<file path="src/design/qnfas_pkg.sv">
`timescale 1ns / 1ps

package qnfas_pkg;

    localparam int LANE_COUNT   = 4;
    localparam int ADDRESS_BITS = 28;
    localparam int LANE_IDX_W   = (LANE_COUNT > 1) ? $clog2(LANE_COUNT) : 1;
    localparam int BUS_LANES    = 4;

    // Command codes
    localparam logic [7:0] CMD_READ_A    = 8'h00;
    localparam logic [7:0] CMD_READ_B    = 8'h01;
    localparam logic [7:0] CMD_READ_C    = 8'h50;
    localparam logic [7:0] CMD_READ_ID   = 8'h90;
    localparam logic [7:0] CMD_RESET     = 8'hff;
    localparam logic [7:0] CMD_PROG      = 8'h80;
    localparam logic [7:0] CMD_ERASE     = 8'h60;
    localparam logic [7:0] CMD_STATUS    = 8'h70;
    localparam logic [7:0] CMD_PROG_GO   = 8'h10;
    localparam logic [7:0] CMD_ERASE_GO  = 8'hd0;
    localparam logic [7:0] CMD_INVALID   = 8'hff;

    // Address scale factors and read offsets
    localparam logic [39:0] SCALE_LOW   = 40'd4;
    localparam logic [39:0] SCALE_MID   = 40'h840;
    localparam logic [39:0] SCALE_HIGH  = 40'h84000;
    localparam logic [39:0] OFFSET_B    = 40'd1024;
    localparam logic [39:0] OFFSET_C    = 40'd2048;
    localparam logic [39:0] OFFSET_STEP = 40'd4;

    typedef logic [ADDRESS_BITS-1:0] t_addr;
    typedef logic [LANE_COUNT-1:0][ADDRESS_BITS-1:0] t_addr_vec;
    typedef logic [LANE_COUNT-1:0] t_lane_mask;

    typedef enum logic [1:0] {
        MODE_CMD  = 2'd0,
        MODE_ADDR = 2'd1,
        MODE_READ = 2'd2
    } t_mode;

    typedef enum logic [1:0] {
        ASTEP_LOW  = 2'd0,
        ASTEP_MID  = 2'd1,
        ASTEP_HIGH = 2'd2,
        ASTEP_DONE = 2'd3
    } t_addr_step;

    typedef struct packed {
        logic       cmd_wr;
        logic       addr_wr;
        logic       rd;
        t_addr_step step;
    } t_lane_ctrl;

    function automatic logic is_known_cmd(input logic [7:0] b);
        logic known;
        known = (b == CMD_READ_A)  || (b == CMD_READ_B)  || (b == CMD_READ_C) ||
                (b == CMD_READ_ID) || (b == CMD_RESET)   || (b == CMD_PROG)   ||
                (b == CMD_ERASE)   || (b == CMD_STATUS)  || (b == CMD_PROG_GO) ||
                (b == CMD_ERASE_GO);
        return known;
    endfunction

    // Scale a lane byte by a constant, wrapped to the address width
    function automatic t_addr scale_byte(input logic [7:0] b, input logic [39:0] k);
        logic [39:0] prod;
        prod = {32'd0, b} * k;
        return prod[ADDRESS_BITS-1:0];
    endfunction

endpackage

</file>
<file path="src/design/qnfas_lane.sv">
`timescale 1ns / 1ps

module qnfas_lane (
    input  logic                                i_clk,
    input  logic                                i_rst_n,
    input  qnfas_pkg::t_lane_ctrl               i_ctrl,
    input  logic [7:0]                          i_byte,
    input  logic [qnfas_pkg::LANE_IDX_W-1:0]    i_lane_idx,
    output qnfas_pkg::t_addr                    o_byte_address,
    output logic                                o_reading
);

    logic [7:0]       r_cmd,    n_cmd;
    qnfas_pkg::t_addr r_offset, n_offset;
    qnfas_pkg::t_addr r_base,   n_base;
    qnfas_pkg::t_addr w_lane_add;
    logic [7:0]       w_cmd_in;

    // Report the current array byte address and read status
    assign w_lane_add     = qnfas_pkg::t_addr'(i_lane_idx);
    assign o_byte_address = r_base + r_offset + w_lane_add;
    assign o_reading      = (r_cmd <= qnfas_pkg::CMD_READ_C);

    assign w_cmd_in = qnfas_pkg::is_known_cmd(i_byte) ? i_byte : qnfas_pkg::CMD_INVALID;

    // Latch command, preset offset on read commands, advance it on data reads
    always_comb begin
        n_cmd    = r_cmd;
        n_offset = r_offset;
        if (i_ctrl.cmd_wr) begin
            n_cmd = w_cmd_in;
            if (w_cmd_in == qnfas_pkg::CMD_READ_A) begin
                n_offset = '0;
            end else if (w_cmd_in == qnfas_pkg::CMD_READ_B) begin
                n_offset = qnfas_pkg::OFFSET_B[qnfas_pkg::ADDRESS_BITS-1:0];
            end else if (w_cmd_in == qnfas_pkg::CMD_READ_C) begin
                n_offset = qnfas_pkg::OFFSET_C[qnfas_pkg::ADDRESS_BITS-1:0];
            end
        end else if (i_ctrl.rd && o_reading) begin
            n_offset = r_offset + qnfas_pkg::OFFSET_STEP[qnfas_pkg::ADDRESS_BITS-1:0];
        end
    end

    // Accumulate the interleaved base address one step per address write
    always_comb begin
        n_base = r_base;
        if (i_ctrl.addr_wr) begin
            unique case (i_ctrl.step)
                qnfas_pkg::ASTEP_LOW: begin
                    n_base = qnfas_pkg::scale_byte(i_byte, qnfas_pkg::SCALE_LOW);
                end
                qnfas_pkg::ASTEP_MID: begin
                    n_base = r_base + qnfas_pkg::scale_byte(i_byte, qnfas_pkg::SCALE_MID);
                end
                qnfas_pkg::ASTEP_HIGH: begin
                    n_base = r_base + qnfas_pkg::scale_byte(i_byte, qnfas_pkg::SCALE_HIGH);
                end
                default: begin
                    n_base = r_base;
                end
            endcase
        end
    end

    always_ff @(posedge i_clk) begin
        if (!i_rst_n) begin
            r_cmd    <= '0;
            r_offset <= '0;
            r_base   <= '0;
        end else begin
            r_cmd    <= n_cmd;
            r_offset <= n_offset;
            r_base   <= n_base;
        end
    end

endmodule

</file>
<file path="src/design/qnfas_merge.sv">
`timescale 1ns / 1ps

module qnfas_merge (
    input  logic                    i_clk,
    input  logic                    i_rst_n,
    input  logic                    i_push,
    input  qnfas_pkg::t_addr_vec    i_addr,
    input  qnfas_pkg::t_lane_mask   i_mask,
    output logic                    o_full,
    output logic                    o_out_valid,
    input  logic                    i_out_stall,
    output qnfas_pkg::t_addr_vec    o_addr,
    output qnfas_pkg::t_lane_mask   o_mask
);

    logic                  r_out_valid, n_out_valid;
    logic                  r_skid_valid, n_skid_valid;
    qnfas_pkg::t_addr_vec  r_out_addr, n_out_addr;
    qnfas_pkg::t_lane_mask r_out_mask, n_out_mask;
    qnfas_pkg::t_addr_vec  r_skid_addr, n_skid_addr;
    qnfas_pkg::t_lane_mask r_skid_mask, n_skid_mask;
    logic                  w_pop;

    assign w_pop       = r_out_valid && !i_out_stall;
    assign o_full      = r_skid_valid;
    assign o_out_valid = r_out_valid;
    assign o_addr      = r_out_addr;
    assign o_mask      = r_out_mask;

    // Move items through the output register and the skid stage
    always_comb begin
        n_out_valid  = r_out_valid;
        n_skid_valid = r_skid_valid;
        n_out_addr   = r_out_addr;
        n_out_mask   = r_out_mask;
        n_skid_addr  = r_skid_addr;
        n_skid_mask  = r_skid_mask;
        if (r_skid_valid) begin
            if (w_pop) begin
                n_out_addr   = r_skid_addr;
                n_out_mask   = r_skid_mask;
                n_skid_valid = 1'b0;
            end
        end else if (i_push) begin
            if (!r_out_valid || w_pop) begin
                n_out_valid = 1'b1;
                n_out_addr  = i_addr;
                n_out_mask  = i_mask;
            end else begin
                n_skid_valid = 1'b1;
                n_skid_addr  = i_addr;
                n_skid_mask  = i_mask;
            end
        end else if (w_pop) begin
            n_out_valid = 1'b0;
        end
    end

    always_ff @(posedge i_clk) begin
        if (!i_rst_n) begin
            r_out_valid  <= 1'b0;
            r_skid_valid <= 1'b0;
        end else begin
            r_out_valid  <= n_out_valid;
            r_skid_valid <= n_skid_valid;
        end
    end

    always_ff @(posedge i_clk) begin
        r_out_addr  <= n_out_addr;
        r_out_mask  <= n_out_mask;
        r_skid_addr <= n_skid_addr;
        r_skid_mask <= n_skid_mask;
    end

    // The skid stage only fills behind a held output item
    a_skid_behind_out: assert property (@(posedge i_clk) disable iff (!i_rst_n)
        r_skid_valid |-> r_out_valid)
        else $error("skid stage valid with empty output register");

    // A push into an empty buffer shows up at the output next cycle
    a_push_lands: assert property (@(posedge i_clk) disable iff (!i_rst_n)
        (i_push && !r_out_valid) |=> (r_out_valid && !r_skid_valid))
        else $error("pushed item did not land in output register");

endmodule

</file>
<file path="src/design/quad_nand_flash_address_sequencer.sv">
`timescale 1ns / 1ps

// Four byte-wide NAND flash lanes on a 32-bit bus: command and address sequencer.
// Input channel (i_in_valid / o_in_stall) takes one bus access per item:
// i_mode selects command write, address write or data read; byte n of
// i_bus_data belongs to lane n. Writes update the per-lane registers and
// produce no result. A data read produces one result item on the output
// channel (o_out_valid / i_out_stall): each lane's array byte address and
// the mask of lanes returning array data (others return status).
// A read result is valid the cycle after acceptance if the output register is empty.
// Throughput: one item per cycle while o_in_stall is low; the lanes compute
// in parallel and the result goes into a two-entry output buffer (output
// register plus skid). When the receiver stalls, the buffer holds results
// unchanged; o_in_stall rises only once both entries are full, and drops
// the cycle after the output item is taken.
// Reset (synchronous, i_rst_n low) clears all lane commands, offsets and
// base addresses, the address step counter and the output buffer.

module quad_nand_flash_address_sequencer (
    input  logic                                 i_clk,
    input  logic                                 i_rst_n,
    input  logic                                 i_in_valid,
    output logic                                 o_in_stall,
    input  logic [1:0]                           i_mode,
    input  logic [31:0]                          i_bus_data,
    output logic                                 o_out_valid,
    input  logic                                 i_out_stall,
    output logic [qnfas_pkg::ADDRESS_BITS-1:0]   o_lane0_byte_address,
    output logic [qnfas_pkg::ADDRESS_BITS-1:0]   o_lane1_byte_address,
    output logic [qnfas_pkg::ADDRESS_BITS-1:0]   o_lane2_byte_address,
    output logic [qnfas_pkg::ADDRESS_BITS-1:0]   o_lane3_byte_address,
    output logic [qnfas_pkg::LANE_COUNT-1:0]     o_lanes_reading
);

    qnfas_pkg::t_addr_step r_step, n_step;
    qnfas_pkg::t_lane_ctrl w_ctrl;
    qnfas_pkg::t_addr_vec  w_lane_addr;
    qnfas_pkg::t_lane_mask w_lane_reading;
    qnfas_pkg::t_addr_vec  w_out_addr;
    logic                  w_full;
    logic                  w_accept;

    assign o_in_stall = w_full;
    assign w_accept   = i_in_valid && !w_full;

    // Decode the accepted item into lane controls
    always_comb begin
        w_ctrl.cmd_wr  = w_accept && (i_mode == qnfas_pkg::MODE_CMD);
        w_ctrl.addr_wr = w_accept && (i_mode == qnfas_pkg::MODE_ADDR)
                         && (r_step != qnfas_pkg::ASTEP_DONE);
        w_ctrl.rd      = w_accept && (i_mode == qnfas_pkg::MODE_READ);
        w_ctrl.step    = r_step;
    end

    // Restart on command write, advance on address write, saturate
    always_comb begin
        n_step = r_step;
        if (w_ctrl.cmd_wr) begin
            n_step = qnfas_pkg::ASTEP_LOW;
        end else if (w_ctrl.addr_wr) begin
            unique case (r_step)
                qnfas_pkg::ASTEP_LOW:  n_step = qnfas_pkg::ASTEP_MID;
                qnfas_pkg::ASTEP_MID:  n_step = qnfas_pkg::ASTEP_HIGH;
                qnfas_pkg::ASTEP_HIGH: n_step = qnfas_pkg::ASTEP_DONE;
                default:               n_step = qnfas_pkg::ASTEP_DONE;
            endcase
        end
    end

    always_ff @(posedge i_clk) begin
        if (!i_rst_n) begin
            r_step <= qnfas_pkg::ASTEP_LOW;
        end else begin
            r_step <= n_step;
        end
    end

    // Lane cores
    genvar g;
    generate
        for (g = 0; g < qnfas_pkg::LANE_COUNT; g++) begin : g_lane
            logic [7:0] w_byte;
            if (g < qnfas_pkg::BUS_LANES) begin : g_bus
                assign w_byte = i_bus_data[8*g +: 8];
            end else begin : g_nobus
                assign w_byte = 8'd0;
            end
            qnfas_lane u_lane (
                .i_clk          (i_clk),
                .i_rst_n        (i_rst_n),
                .i_ctrl         (w_ctrl),
                .i_byte         (w_byte),
                .i_lane_idx     (qnfas_pkg::LANE_IDX_W'(g)),
                .o_byte_address (w_lane_addr[g]),
                .o_reading      (w_lane_reading[g])
            );
        end
    endgenerate

    // Merge lane results into the output buffer
    qnfas_merge u_merge (
        .i_clk       (i_clk),
        .i_rst_n     (i_rst_n),
        .i_push      (w_ctrl.rd),
        .i_addr      (w_lane_addr),
        .i_mask      (w_lane_reading),
        .o_full      (w_full),
        .o_out_valid (o_out_valid),
        .i_out_stall (i_out_stall),
        .o_addr      (w_out_addr),
        .o_mask      (o_lanes_reading)
    );

    assign o_lane0_byte_address = w_out_addr[0];
    assign o_lane1_byte_address = w_out_addr[1];
    assign o_lane2_byte_address = w_out_addr[2];
    assign o_lane3_byte_address = w_out_addr[3];

    // A command write always restarts the address phase
    a_cmd_restarts_step: assert property (@(posedge i_clk) disable iff (!i_rst_n)
        (w_accept && (i_mode == qnfas_pkg::MODE_CMD)) |=> (r_step == qnfas_pkg::ASTEP_LOW))
        else $error("address step not restarted by command write");

    // The step counter stays put when no write is accepted
    a_step_holds: assert property (@(posedge i_clk) disable iff (!i_rst_n)
        (!w_ctrl.cmd_wr && !w_ctrl.addr_wr) |=> $stable(r_step))
        else $error("address step moved without a write");

    // Address writes in the last step saturate the counter
    a_step_saturates: assert property (@(posedge i_clk) disable iff (!i_rst_n)
        (r_step == qnfas_pkg::ASTEP_DONE && !w_ctrl.cmd_wr)
        |=> (r_step == qnfas_pkg::ASTEP_DONE))
        else $error("address step left its saturated value");

endmodule
</file>
<file path="config.mk">
export PLATFORM = sky130hd
export DESIGN_NAME = quad_nand_flash_address_sequencer
export DESIGN_NICKNAME = d
export VERILOG_FILES = /design/src/design/qnfas_pkg.sv /design/src/design/qnfas_lane.sv /design/src/design/qnfas_merge.sv /design/src/design/quad_nand_flash_address_sequencer.sv
export SDC_FILE = /design/constraint.sdc
export NUM_CORES = 1
export LEC_CHECK = 0
export BUFFER_PORTS_ARGS = -buffer_cell sky130_fd_sc_hd__buf_2
export CAP_MARGIN = 20
export CORE_MARGIN = 2
export CORE_UTILIZATION = 56
export DETAILED_ROUTE_END_ITERATION = 6
export GPL_TIMING_DRIVEN = 0
export HOLD_SLACK_MARGIN = 0.06
export PLACE_DENSITY = 0.8
export SLEW_MARGIN = 20
export SYNTH_ARGS = -nofsm -noshare
export SYNTH_HDL_FRONTEND = slang
export SYNTH_SLANG_ARGS = --single-unit
</file>
<file path="constraint.sdc">
create_clock -name i_clk -period 19.07 [get_ports i_clk]
set_input_delay 0.9535 -clock i_clk [delete_from_list [all_inputs] [get_ports i_clk]]
set_output_delay 0.9535 -clock i_clk [all_outputs]
set_load 0.1 [all_outputs]
</file>
Word-level counts from Yosys, hierarchy flattened

Index checks and enable logic that the tools add are counted.

$add $sub $neg: 19
$mul: 8
Magnitude comparators: 4
Eq/ne operators: 55
Multiplexer cells: 44
Bitwise operators: 3
Reduce and logical (&&, ||, !) cells: 77

Operator list:

| operator              | number |
|---|---|
| $mux 28               | 20 |
| $mux 112              | 4 |
| $pmux 28 s3           | 4 |
| $add 28x28->28        | 8 |
| $eq 8x7->1 const B    | 16 |
| $eq 8x8->1 const B    | 16 |
| $add 28x20->28        | 4 |
| $add 28x3->28 const B | 4 |
| $mul 8x6->14 const B  | 8 |
| $eq 8x1->1 const B    | 8 |
| $logic_not 8->1       | 8 |
| $add 28x2->28 const B | 2 |
| $logic_or 1x1->1      | 37 |
| $eq 8x5->1 const B    | 4 |
| $le 8x7->1 const B    | 4 |
| $mux 8                | 4 |
| $add 28x1->28 const B | 1 |
| $mux 4                | 4 |
| $reduce_bool 2->1     | 7 |
| $ne 4x1->1 const B    | 3 |
| $logic_and 1x1->1     | 10 |
| $reduce_and 2->1      | 5 |
| $reduce_and 3->1      | 3 |
| $mux 1                | 7 |
| 10 further kinds      | 19 |

Flip-flop bits (word level): 492
Input port bits: 38
Output and inout port bits: 118
Word-level logic and storage cells: 235

Depth between registers and ports, before layout

Gate-level depths: netlist of the first run.

Depth after elaboration: 16
Gate-level depth with buffers: 17
Gate-level depth less buffers: 17

Cells and area by module

From an unflattened synthesis of the first run, not the netlist that was laid out.

Cells, all modules: 3354
Area, all modules: 32517.4 sq um

Modules (own cells, without submodules):

| module                             | instances | cells each | area an instance (sq um) | sequential area each (sq um) |
|---|---|---|---|---|
| qnfas_lane at g_lane[1].u_lane ... | 2         | 728        | 5841.9                   | 1201.2 |
| qnfas_merge                        | 1         | 373        | 8503.2                   | 7006.7 |
| qnfas_lane at g_lane[0].u_lane     | 1         | 770        | 6167.2                   | 1201.2 |
| qnfas_lane at g_lane[3].u_lane     | 1         | 740        | 6027.0                   | 1201.2 |
| quad_nand_flash_address_sequencer  | 1         | 15         | 136.4                    | 40.0 |

Least setup slack after synthesis of the first run

OpenSTA, ideal clock, no wires.

Path kind: register to register
Start: register u_merge.r_skid_valid (netlist: u_merge.o_full)
End: register u_merge.r_out_addr (netlist bit u_merge.o_addr[100]), enable pin
Library setup time: 0.742 ns
Arrival time: 9.641 ns
Data required time: 18.328 ns
Slack: 8.686 ns
Cell stages (with the launch flop): 5
Buffers on the path: 2
Period minus slack after synthesis: 10.384 ns
Path through: dfxtp_1 clkbuf_1 buf_1 nand2_1 a21boi_0

Word-level cells in the longest chain between the ends: 5
Elaborated cells between the ends (all ways): 7
Those cells by class: eq/ne (1); reduce/logical (6)

Ends and longest elaborated chain:

| item                                | RTL line                                | source |
|---|---|---|
| start, declared                     | qnfas_merge.sv:17                       | `logic r_skid_valid, n_skid_valid;` |
| start signal, assigned              | qnfas_merge.sv:65                       | `r_skid_valid <= n_skid_valid;` |
| $logic_not 1->1                     | quad_nand_flash_address_sequencer.sv:44 | `assign w_accept = i_in_valid && !w_full;` |
| $logic_and 1x1->1                   | quad_nand_flash_address_sequencer.sv:44 |  |
| $logic_and 1x1->1                   | quad_nand_flash_address_sequencer.sv:51 | `w_ctrl.rd = w_accept && (i_mode == qnfas_pkg::MODE_READ);` |
| $reduce_bool 2->1 (no source line)  | -                                       |  |
| $reduce_and 3->1 (no source line) * | -                                       |  |
| end signal, assigned                | qnfas_merge.sv:70                       | `r_out_addr <= n_out_addr;` |
| end, declared                       | qnfas_merge.sv:18                       | `qnfas_pkg::t_addr_vec r_out_addr, n_out_addr;` |

Every way passes the cells marked *; elsewhere a longest branch is shown, timed or not.
A chain may end at the register's enable or synchronous reset.

Final worst setup path of the first run

Start: input i_bus_data[10]
End: register g_lane[1].u_lane.r_base[23]

Word-level cells in the longest chain between the ends: 3
Elaborated cells between the ends (all ways): 5
Those cells by class: add/sub (2); mul (2); mux (1)

Ends and longest elaborated chain:

| item                                                    | RTL line                                | source |
|---|---|---|
| start, declared                                         | quad_nand_flash_address_sequencer.sv:25 | `input logic [31:0] i_bus_data,` |
| $mul 8x6->14                                            | qnfas_pkg.sv:67                         | `prod = {32'd0, b} * k;` |
| $add 28x28->28 / $add 28x20->28 (equally long branches) | qnfas_lane.sv:56, qnfas_lane.sv:53      |  |
| $pmux 28 s3 *                                           | qnfas_lane.sv:48                        | `unique case (i_ctrl.step)` |
| end signal, assigned                                    | qnfas_lane.sv:73                        | `r_base <= n_base;` |
| end, declared                                           | qnfas_lane.sv:15                        | `qnfas_pkg::t_addr r_base, n_base;` |

Marks and branches as above.

==> impl_metrics.yaml, run 1 <==
clocking:
  clkLatencyLatePin_ps: 620
  postCtsHoldBufs: 0
  numCtsBuffers: 50
  clk_path_buf_depth: 3
  cts-root-buf: "clkbuf_16"
  clock_sinks: 461
  path_clk_slew_ps: 70
  cts_max_level: 2
  cts_tree: "built"
  postCtsSetupBuffers: 0
  cts.repair.resized: 0
yosys:
  synth_flop_cell: "dfxtp_1"
  ys_async_sr_fraction_pct: 0
  ys_warn_count: 0
  syn-cell-area_sq_mm: 0.03004
  synth_edf_count: 217
  synthDistinctLibCells: 87
  ys_ff_latch: 461
  syn_area_per_cell_sq_um: 9.320
  synth_cells: 3223
  synth-seq-area-share_pct: 37.95
pwr:
  p_comb_share_pct: 12.7
  cell_internal_pwr_uw: 1748
  p_leak_uw: 0.01446
  pwr-share-seq_pct: 44.3
  pwr-share-clk_pct: 43.0
  swShare_pct: 26.91
  ir_drop_mv: 0.06489
  p_per_area_mw_per_mm2: 70.91
  p_switching_uw: 643.6
placed_design:
  dpl.hpwl_microns: 64520
  port_buffers: 146
  place_congestion: 1.008
run_status:
  outcome: "completed"
final_layout:
  layout.nets: 3801
  nFillCells: 4368
  drive_gt1_share_pct: 10.20
  syn2layout_area_growth_pct: 12.26
  final_core_util_pct: 63.92
worst_setup_path:
  path_common_cell: "ha_1"
  slowest_delay_ps: 580
  critical_path.max_fanout: 6
  crit_type: "input port to flop"
  cp_top_family: "adder cells"
  worstSetupEndpointType: "flop"
  crit_chain: "buf_2, ha_1, ha_1, ha_1, inv_1, fa_1, xnor2_1, ha_1, and3_1, and3_1, a211oi_1, o21ai_0, a211oi_1, nor2_1, a21oi_1, o21ai_0"
  cp.arrival_ps: 4980
  slowest_stage: "a211oi_1"
  critPathBufInv: 2
  worstPathRequired_ps: 19540
  cp-start-kind: "input port"
detailed_routing:
  vias: 26210
  detail_route.wl_per_cell_microns: 20.79
  wl_microns: 86790
  ant_nets: 0
  dr.pass1.iters: 6
  viasPerCell: 6.279
  first_iter_violations: 2585
  drc: 0
die:
  core_sq_mm: 0.05276
  io_pins: 156
  initial_utilization_pct: 56.93
  rows: 84
  die_h_microns: 235.6
  die_width_microns: 235.6
  die-area_sq_mm: 0.05551
sta:
  finalHoldViolCount: 0
  period_share_pct: 23.62
  drv_slew: 0
  timing.fmax_mhz: 222.0
  final.min_clock_period_ps: 4505
  tns_ps: 0
  grt_setup_unrepaired: "false"
  setup_viol: 0
  worstMarginPinSlew_ps: 1241
  fin_skew_ps: 22.51
  slew_headroom_pct: 17.27
global_routing:
  grt_usage_pct: 30.70
  grt_max_degree: 29
  grt.overflow.total: 0
  grt_pass1_vias: 25010
  antenna_found_initial: 6
  grt_pass1_wl_microns: 135900
job:
  drv_cap: 0
worst_hold_path:
  min_path_type: "flop to flop"
-- final cells by class --
class	instances	area (sq um)	share of cell area (%)
tap	688	860.8	2.553
buffer	114	465.4	1.380
clock inverter	14	152.6	0.4527
antenna	5	12.51	0.03710
inverter	97	364.1	1.080
sequential	461	11400	33.81
timing repair buffer	157	1018	3.020
multi-input combinational	2559	17870	52.99
clock buffer	79	1579	4.682
-- worst register-to-register path, delay by kind of cell, from the launching register on --
kind                   cells  cell delay [ps]
flip-flops                 1              670
AO/OA/AOI/OAI              1              580
buffers and inverters      6             2530
AND/OR/NAND/NOR            1              230
-- power groups by stage --
stage,logic [uW],registers [uW],clock network (uW)
2_1_floorplan,168,1130,0
6_report,304,1060,1030
5_1_grt,324,1060,1080
3_5_place_dp,294,1080,0
3_3_place_gp,285,1090,0
4_1_cts,296,1060,1040
-- logic make-up after synthesis --
kind of cell	after synthesis	share of synthesized area [%]
simple gates	1052	16.55
xor+xnor	260	7.581
buf+inv	211	2.753
compound gates	849	18.89
fa+ha+maj	323	13.83
mux	65	2.420
flops	461	37.95
other cells	2	0.02500
-- stage by stage --
stage | hold WS [ps] | cells | area (sq um) | power (uW) | setup slack (ps)
global route | 474.7 | 4173 | 33720 | 2460 | 14420
floorplan | 434.1 | 3231 | 30070 | 1294 | 8686
finish | 460.6 | 4174 | 33720 | 2391 | 14560
CTS | 460.4 | 4169 | 33700 | 2393 | 14680
global placement | 445.1 | 4065 | 31660 | 1370 | 3300
detailed placement | 450.5 | 4076 | 31970 | 1375 | 14090
-- cells in the final DEF (no fill, tap or decap), types with 29 or more instances in the layout --
cell type	n
nor2b_1	29
ha_1	308
nand2_1	319
o21ai_0	179
edfxtp_1	217
a21o_1	82
clkbuf_16	55
nand4_1	48
xor2_1	134
xnor2_1	126
nand3_1	84
clkbuf_1	103
mux2_2	61
or3_1	33
buf_2	150
inv_1	97
nor2_1	288
dfxtp_1	244
a22oi_1	35
a21oi_1	214
o21a_1	36
and3_1	43
nand2b_1	32
nor3_1	88
a211oi_1	40
-- synthesized netlist by cell type, types with 32 or more instances --
cell type	instances	area share [%]
nor3_1	88	1.5
or3_1	33	0.69
edfxtp_1	217	22
nand3_1	84	1.4
inv_1	97	1.2
clkbuf_1	93	1.2
o21ai_0	179	3.0
and3_1	43	0.90
a21o_1	82	2.0
xnor2_1	126	3.7
xor2_1	134	3.9
mux2_2	61	2.3
a211oi_1	40	1.0
nand2b_1	32	0.67
nor2_1	290	3.6
dfxtp_1	244	16
a22oi_1	35	0.87
o21a_1	36	0.90
nand2_1	319	4.0
nand4_1	48	1.0
a21oi_1	214	3.6
ha_1	308	13
-- state kept, by name, indices dropped and copies added (netlist names) --
name                    count
u_merge.o_mask              4
u_merge.o_out_valid         1
u_merge.r_skid_addr       104
g_lane.u_lane.r_offset    104
u_merge.o_addr            105
u_merge.r_skid_mask         4
g_lane.u_lane.r_cmd        32
r_step                      2
g_lane.u_lane.r_base      104
u_merge.o_full              1
-- metal layers --
layer | vias to the layer above | part of all wire (%) | GRT usage, %
met5 | - | 0.014 | 0
met4 | 2 | 6.2 | 16.81
met3 | 321 | 9.0 | 7.305
li1 | 12390 | - | -
met1 | 12350 | 41 | 38.61
met2 | 1149 | 44 | 48.78
-- path summary, 6_finish.rpt --
| path | slack (ps) | cells past startpoint | startpoint | to |
|---|---|---|---|---|
| worst max-delay path | 14560 | 16 | i_bus_data[10] | g_lane[1].u_lane.r_base[23] |
| worst min register to register | 460 | 2 | g_lane[3].u_lane.r_cmd[1] | g_lane[3].u_lane.r_cmd[1] |
| worst max register to register | 14730 | 8 | u_merge.o_full | u_merge.o_addr[87] |
| worst min-delay path | 460 | 2 | g_lane[3].u_lane.r_cmd[1] | g_lane[3].u_lane.r_cmd[1] |
No activity file was read; power rests on OpenSTA's default activity.
==> run 2, diff against run 1 <==
--- a/config.mk
+++ b/config.mk
@@ -12,7 +12,7 @@
 export DETAILED_ROUTE_END_ITERATION = 6
 export GPL_TIMING_DRIVEN = 0
 export HOLD_SLACK_MARGIN = 0.06
-export PLACE_DENSITY = 0.8
+export PLACE_DENSITY = 0.83
 export SLEW_MARGIN = 20
 export SYNTH_ARGS = -nofsm -noshare
 export SYNTH_HDL_FRONTEND = slang
==> constraint.sdc (replaced) <==
create_clock -name i_clk -period 3.7 [get_ports i_clk]
set_input_delay 0.185 -clock i_clk [delete_from_list [all_inputs] [get_ports i_clk]]
set_output_delay 0.185 -clock i_clk [all_outputs]
set_load 0.1 [all_outputs]
==> impl_metrics.yaml, run 2 (synthesis results as in run 1) <==
detailed_routing:
  vias: 26400
  dr.pass1.iters: 5
  detail_route.wl_per_cell_microns: 21.05
  first_iter_violations: 2657
  drc: 0
  viasPerCell: 6.286
  wl_microns: 88390
  ant_nets: 0
sta:
  fin_skew_ps: 21.78
  final.min_clock_period_ps: 3711
  slew_headroom_pct: 17.49
  finalHoldViolCount: 0
  setup_viol: 9
  grt_setup_unrepaired: "true"
  worst_slack_ps: -11.13
  timing.fmax_mhz: 269.5
  drv_slew: 0
  worstMarginPinSlew_ps: 1225
  period_share_pct: 100.3
final_layout:
  final_core_util_pct: 64.35
  drive_gt1_share_pct: 10.40
  mostFrequentLayoutCell: "nand2_1"
  layout.nets: 3828
  syn2layout_area_growth_pct: 13.02
  largest_reg_flops: 105
  final_cell_mix: "nand2_1 (319), ha_1 (308), nor2_1 (288)"
  final_cell_area_sq_mm: 0.03395
die:
  io_pins: 156
  die_width_microns: 235.6
  die-area_sq_mm: 0.05551
  initial_utilization_pct: 56.93
  rows: 84
  core_sq_mm: 0.05276
  die_h_microns: 235.6
clocking:
  clock_sinks: 461
  cts_max_level: 2
  path_clk_slew_ps: 60
  cts_tree: "built"
  numCtsBuffers: 50
  clk_path_buf_depth: 3
  clkLatencyLatePin_ps: 620
  cts-root-buf: "clkbuf_16"
worst_setup_path:
  cp.arrival_ps: 4200
  crit_type: "flop to flop"
  worstPathRequired_ps: 4190
  cp-start-kind: "flop"
  worstSetupEndpointType: "flop"
  critical_path.max_fanout: 10
global_routing:
  grt_pass1_vias: 25110
  grt_usage_pct: 31.22
  grt_pass1_wl_microns: 137800
  grt.overflow.total: 0
  antenna_found_initial: 6
  grt_max_degree: 28
worst_hold_path:
  min_path_type: "input port to flop"
placed_design:
  dpl.hpwl_microns: 64720
  place_congestion: 0.9874
  port_buffers: 146
  dpl_cell_area_sq_mm: 0.03191
job:
  drv_cap: 0
pwr:
  p_leak_uw: 0.01455
  p_per_area_mw_per_mm2: 361.8
  ir_drop_mv: 0.2875
run_status:
  outcome: "finished with violations"
  violations: "negative setup slack"
## run 2: changes by cell type in the layout (fill, tap and decap cells not counted), sizes merged
| cell | change |
|---|---|
| diode | -2 |
| bufinv | +1 |
| buf | +2 |
| clkbuf | -13 |
| clkdlybuf4s15 | +1 |
| clkinv | +9 |
| dlygate4sd3 | +24 |
| clkinvlp | +4 |
## run 2: final timing paths
| kind | start | endpoint | slack [ps] | cells past startpoint |
|---|---|---|---|---|
| setup / recovery | u_merge.o_full | g_lane[0].u_lane.r_offset[6] | -10 | 6 |
| hold / removal | i_bus_data[8] | g_lane[1].u_lane.r_offset[10] | 120 | 5 |
| setup reg to reg | u_merge.o_full | g_lane[0].u_lane.r_offset[6] | -10 | 6 |
| hold reg to reg | g_lane[3].u_lane.r_cmd[3] | g_lane[3].u_lane.r_cmd[3] | 470 | 2 |
## run 2: per-layer routing
| layer | wire (microns) | global-route usage, % | up-vias |
|---|---|---|---|
| li1 | - | - | 12420 |
| met4 | 5149 | 16.60 | 4 |
| met2 | 39330 | 49.65 | 1167 |
| met5 | 29 | 0 | - |
| met1 | 36160 | 39.80 | 12530 |
| met3 | 7720 | 6.848 | 281 |
## run 2: cell type report
class	count	area (sq um)
Clock buffer	66	1459
Fill cell	4245	18810
Multi-Input combinational cell	2559	17910
Tap cell	688	860.8
Antenna cell	3	7.507
Buffer	114	475.5
Sequential cell	461	11400
Inverter	97	364.1
Timing Repair Buffer	184	1234
Clock inverter	28	240.2
## run 2: per-stage QoR
stage	setup WS, ps	hold WS, ps	cells	total power, uW	setup TNS [ps]
floorplan	34.79	321.0	3231	6659	0
global placement	-1735	444.8	4065	7049	-296870
detailed placement	-522.7	449.6	4074	7090	-8125
CTS	72.66	77.22	4192	12270	0
global route	-123.6	120.2	4199	12620	-244.8
finish	-11.13	116.3	4200	12290	-54.64
## run 2: what timing repair did
| action | CTS | global route |
|---|---|---|
| gates resized for setup | 2 | 8 |
| buffers inserted | 0 | 5 |
| hold buffers | 24 | 0 |
| gates cloned | 0 | 0 |
| pin swaps | 0 | 4 |
| hold endpoints to repair | 31 | 0 |
| endpoints found under the setup margin | 22 | 20 |
## run 2: worst max-delay path: stages, from the launching register on
cell,delay (ps)
dfxtp_4,410
nor3b_2,990
nand2_1,330
clkbuf_1,440
o21ai_0,860
clkbuf_1,450
nor2_1,100
## run 2: power breakdown
group          switching (uW)  internal (uW)
logic                    1110            486
clock network            2180           3050
registers                58.9           5400
total                    3350           8940
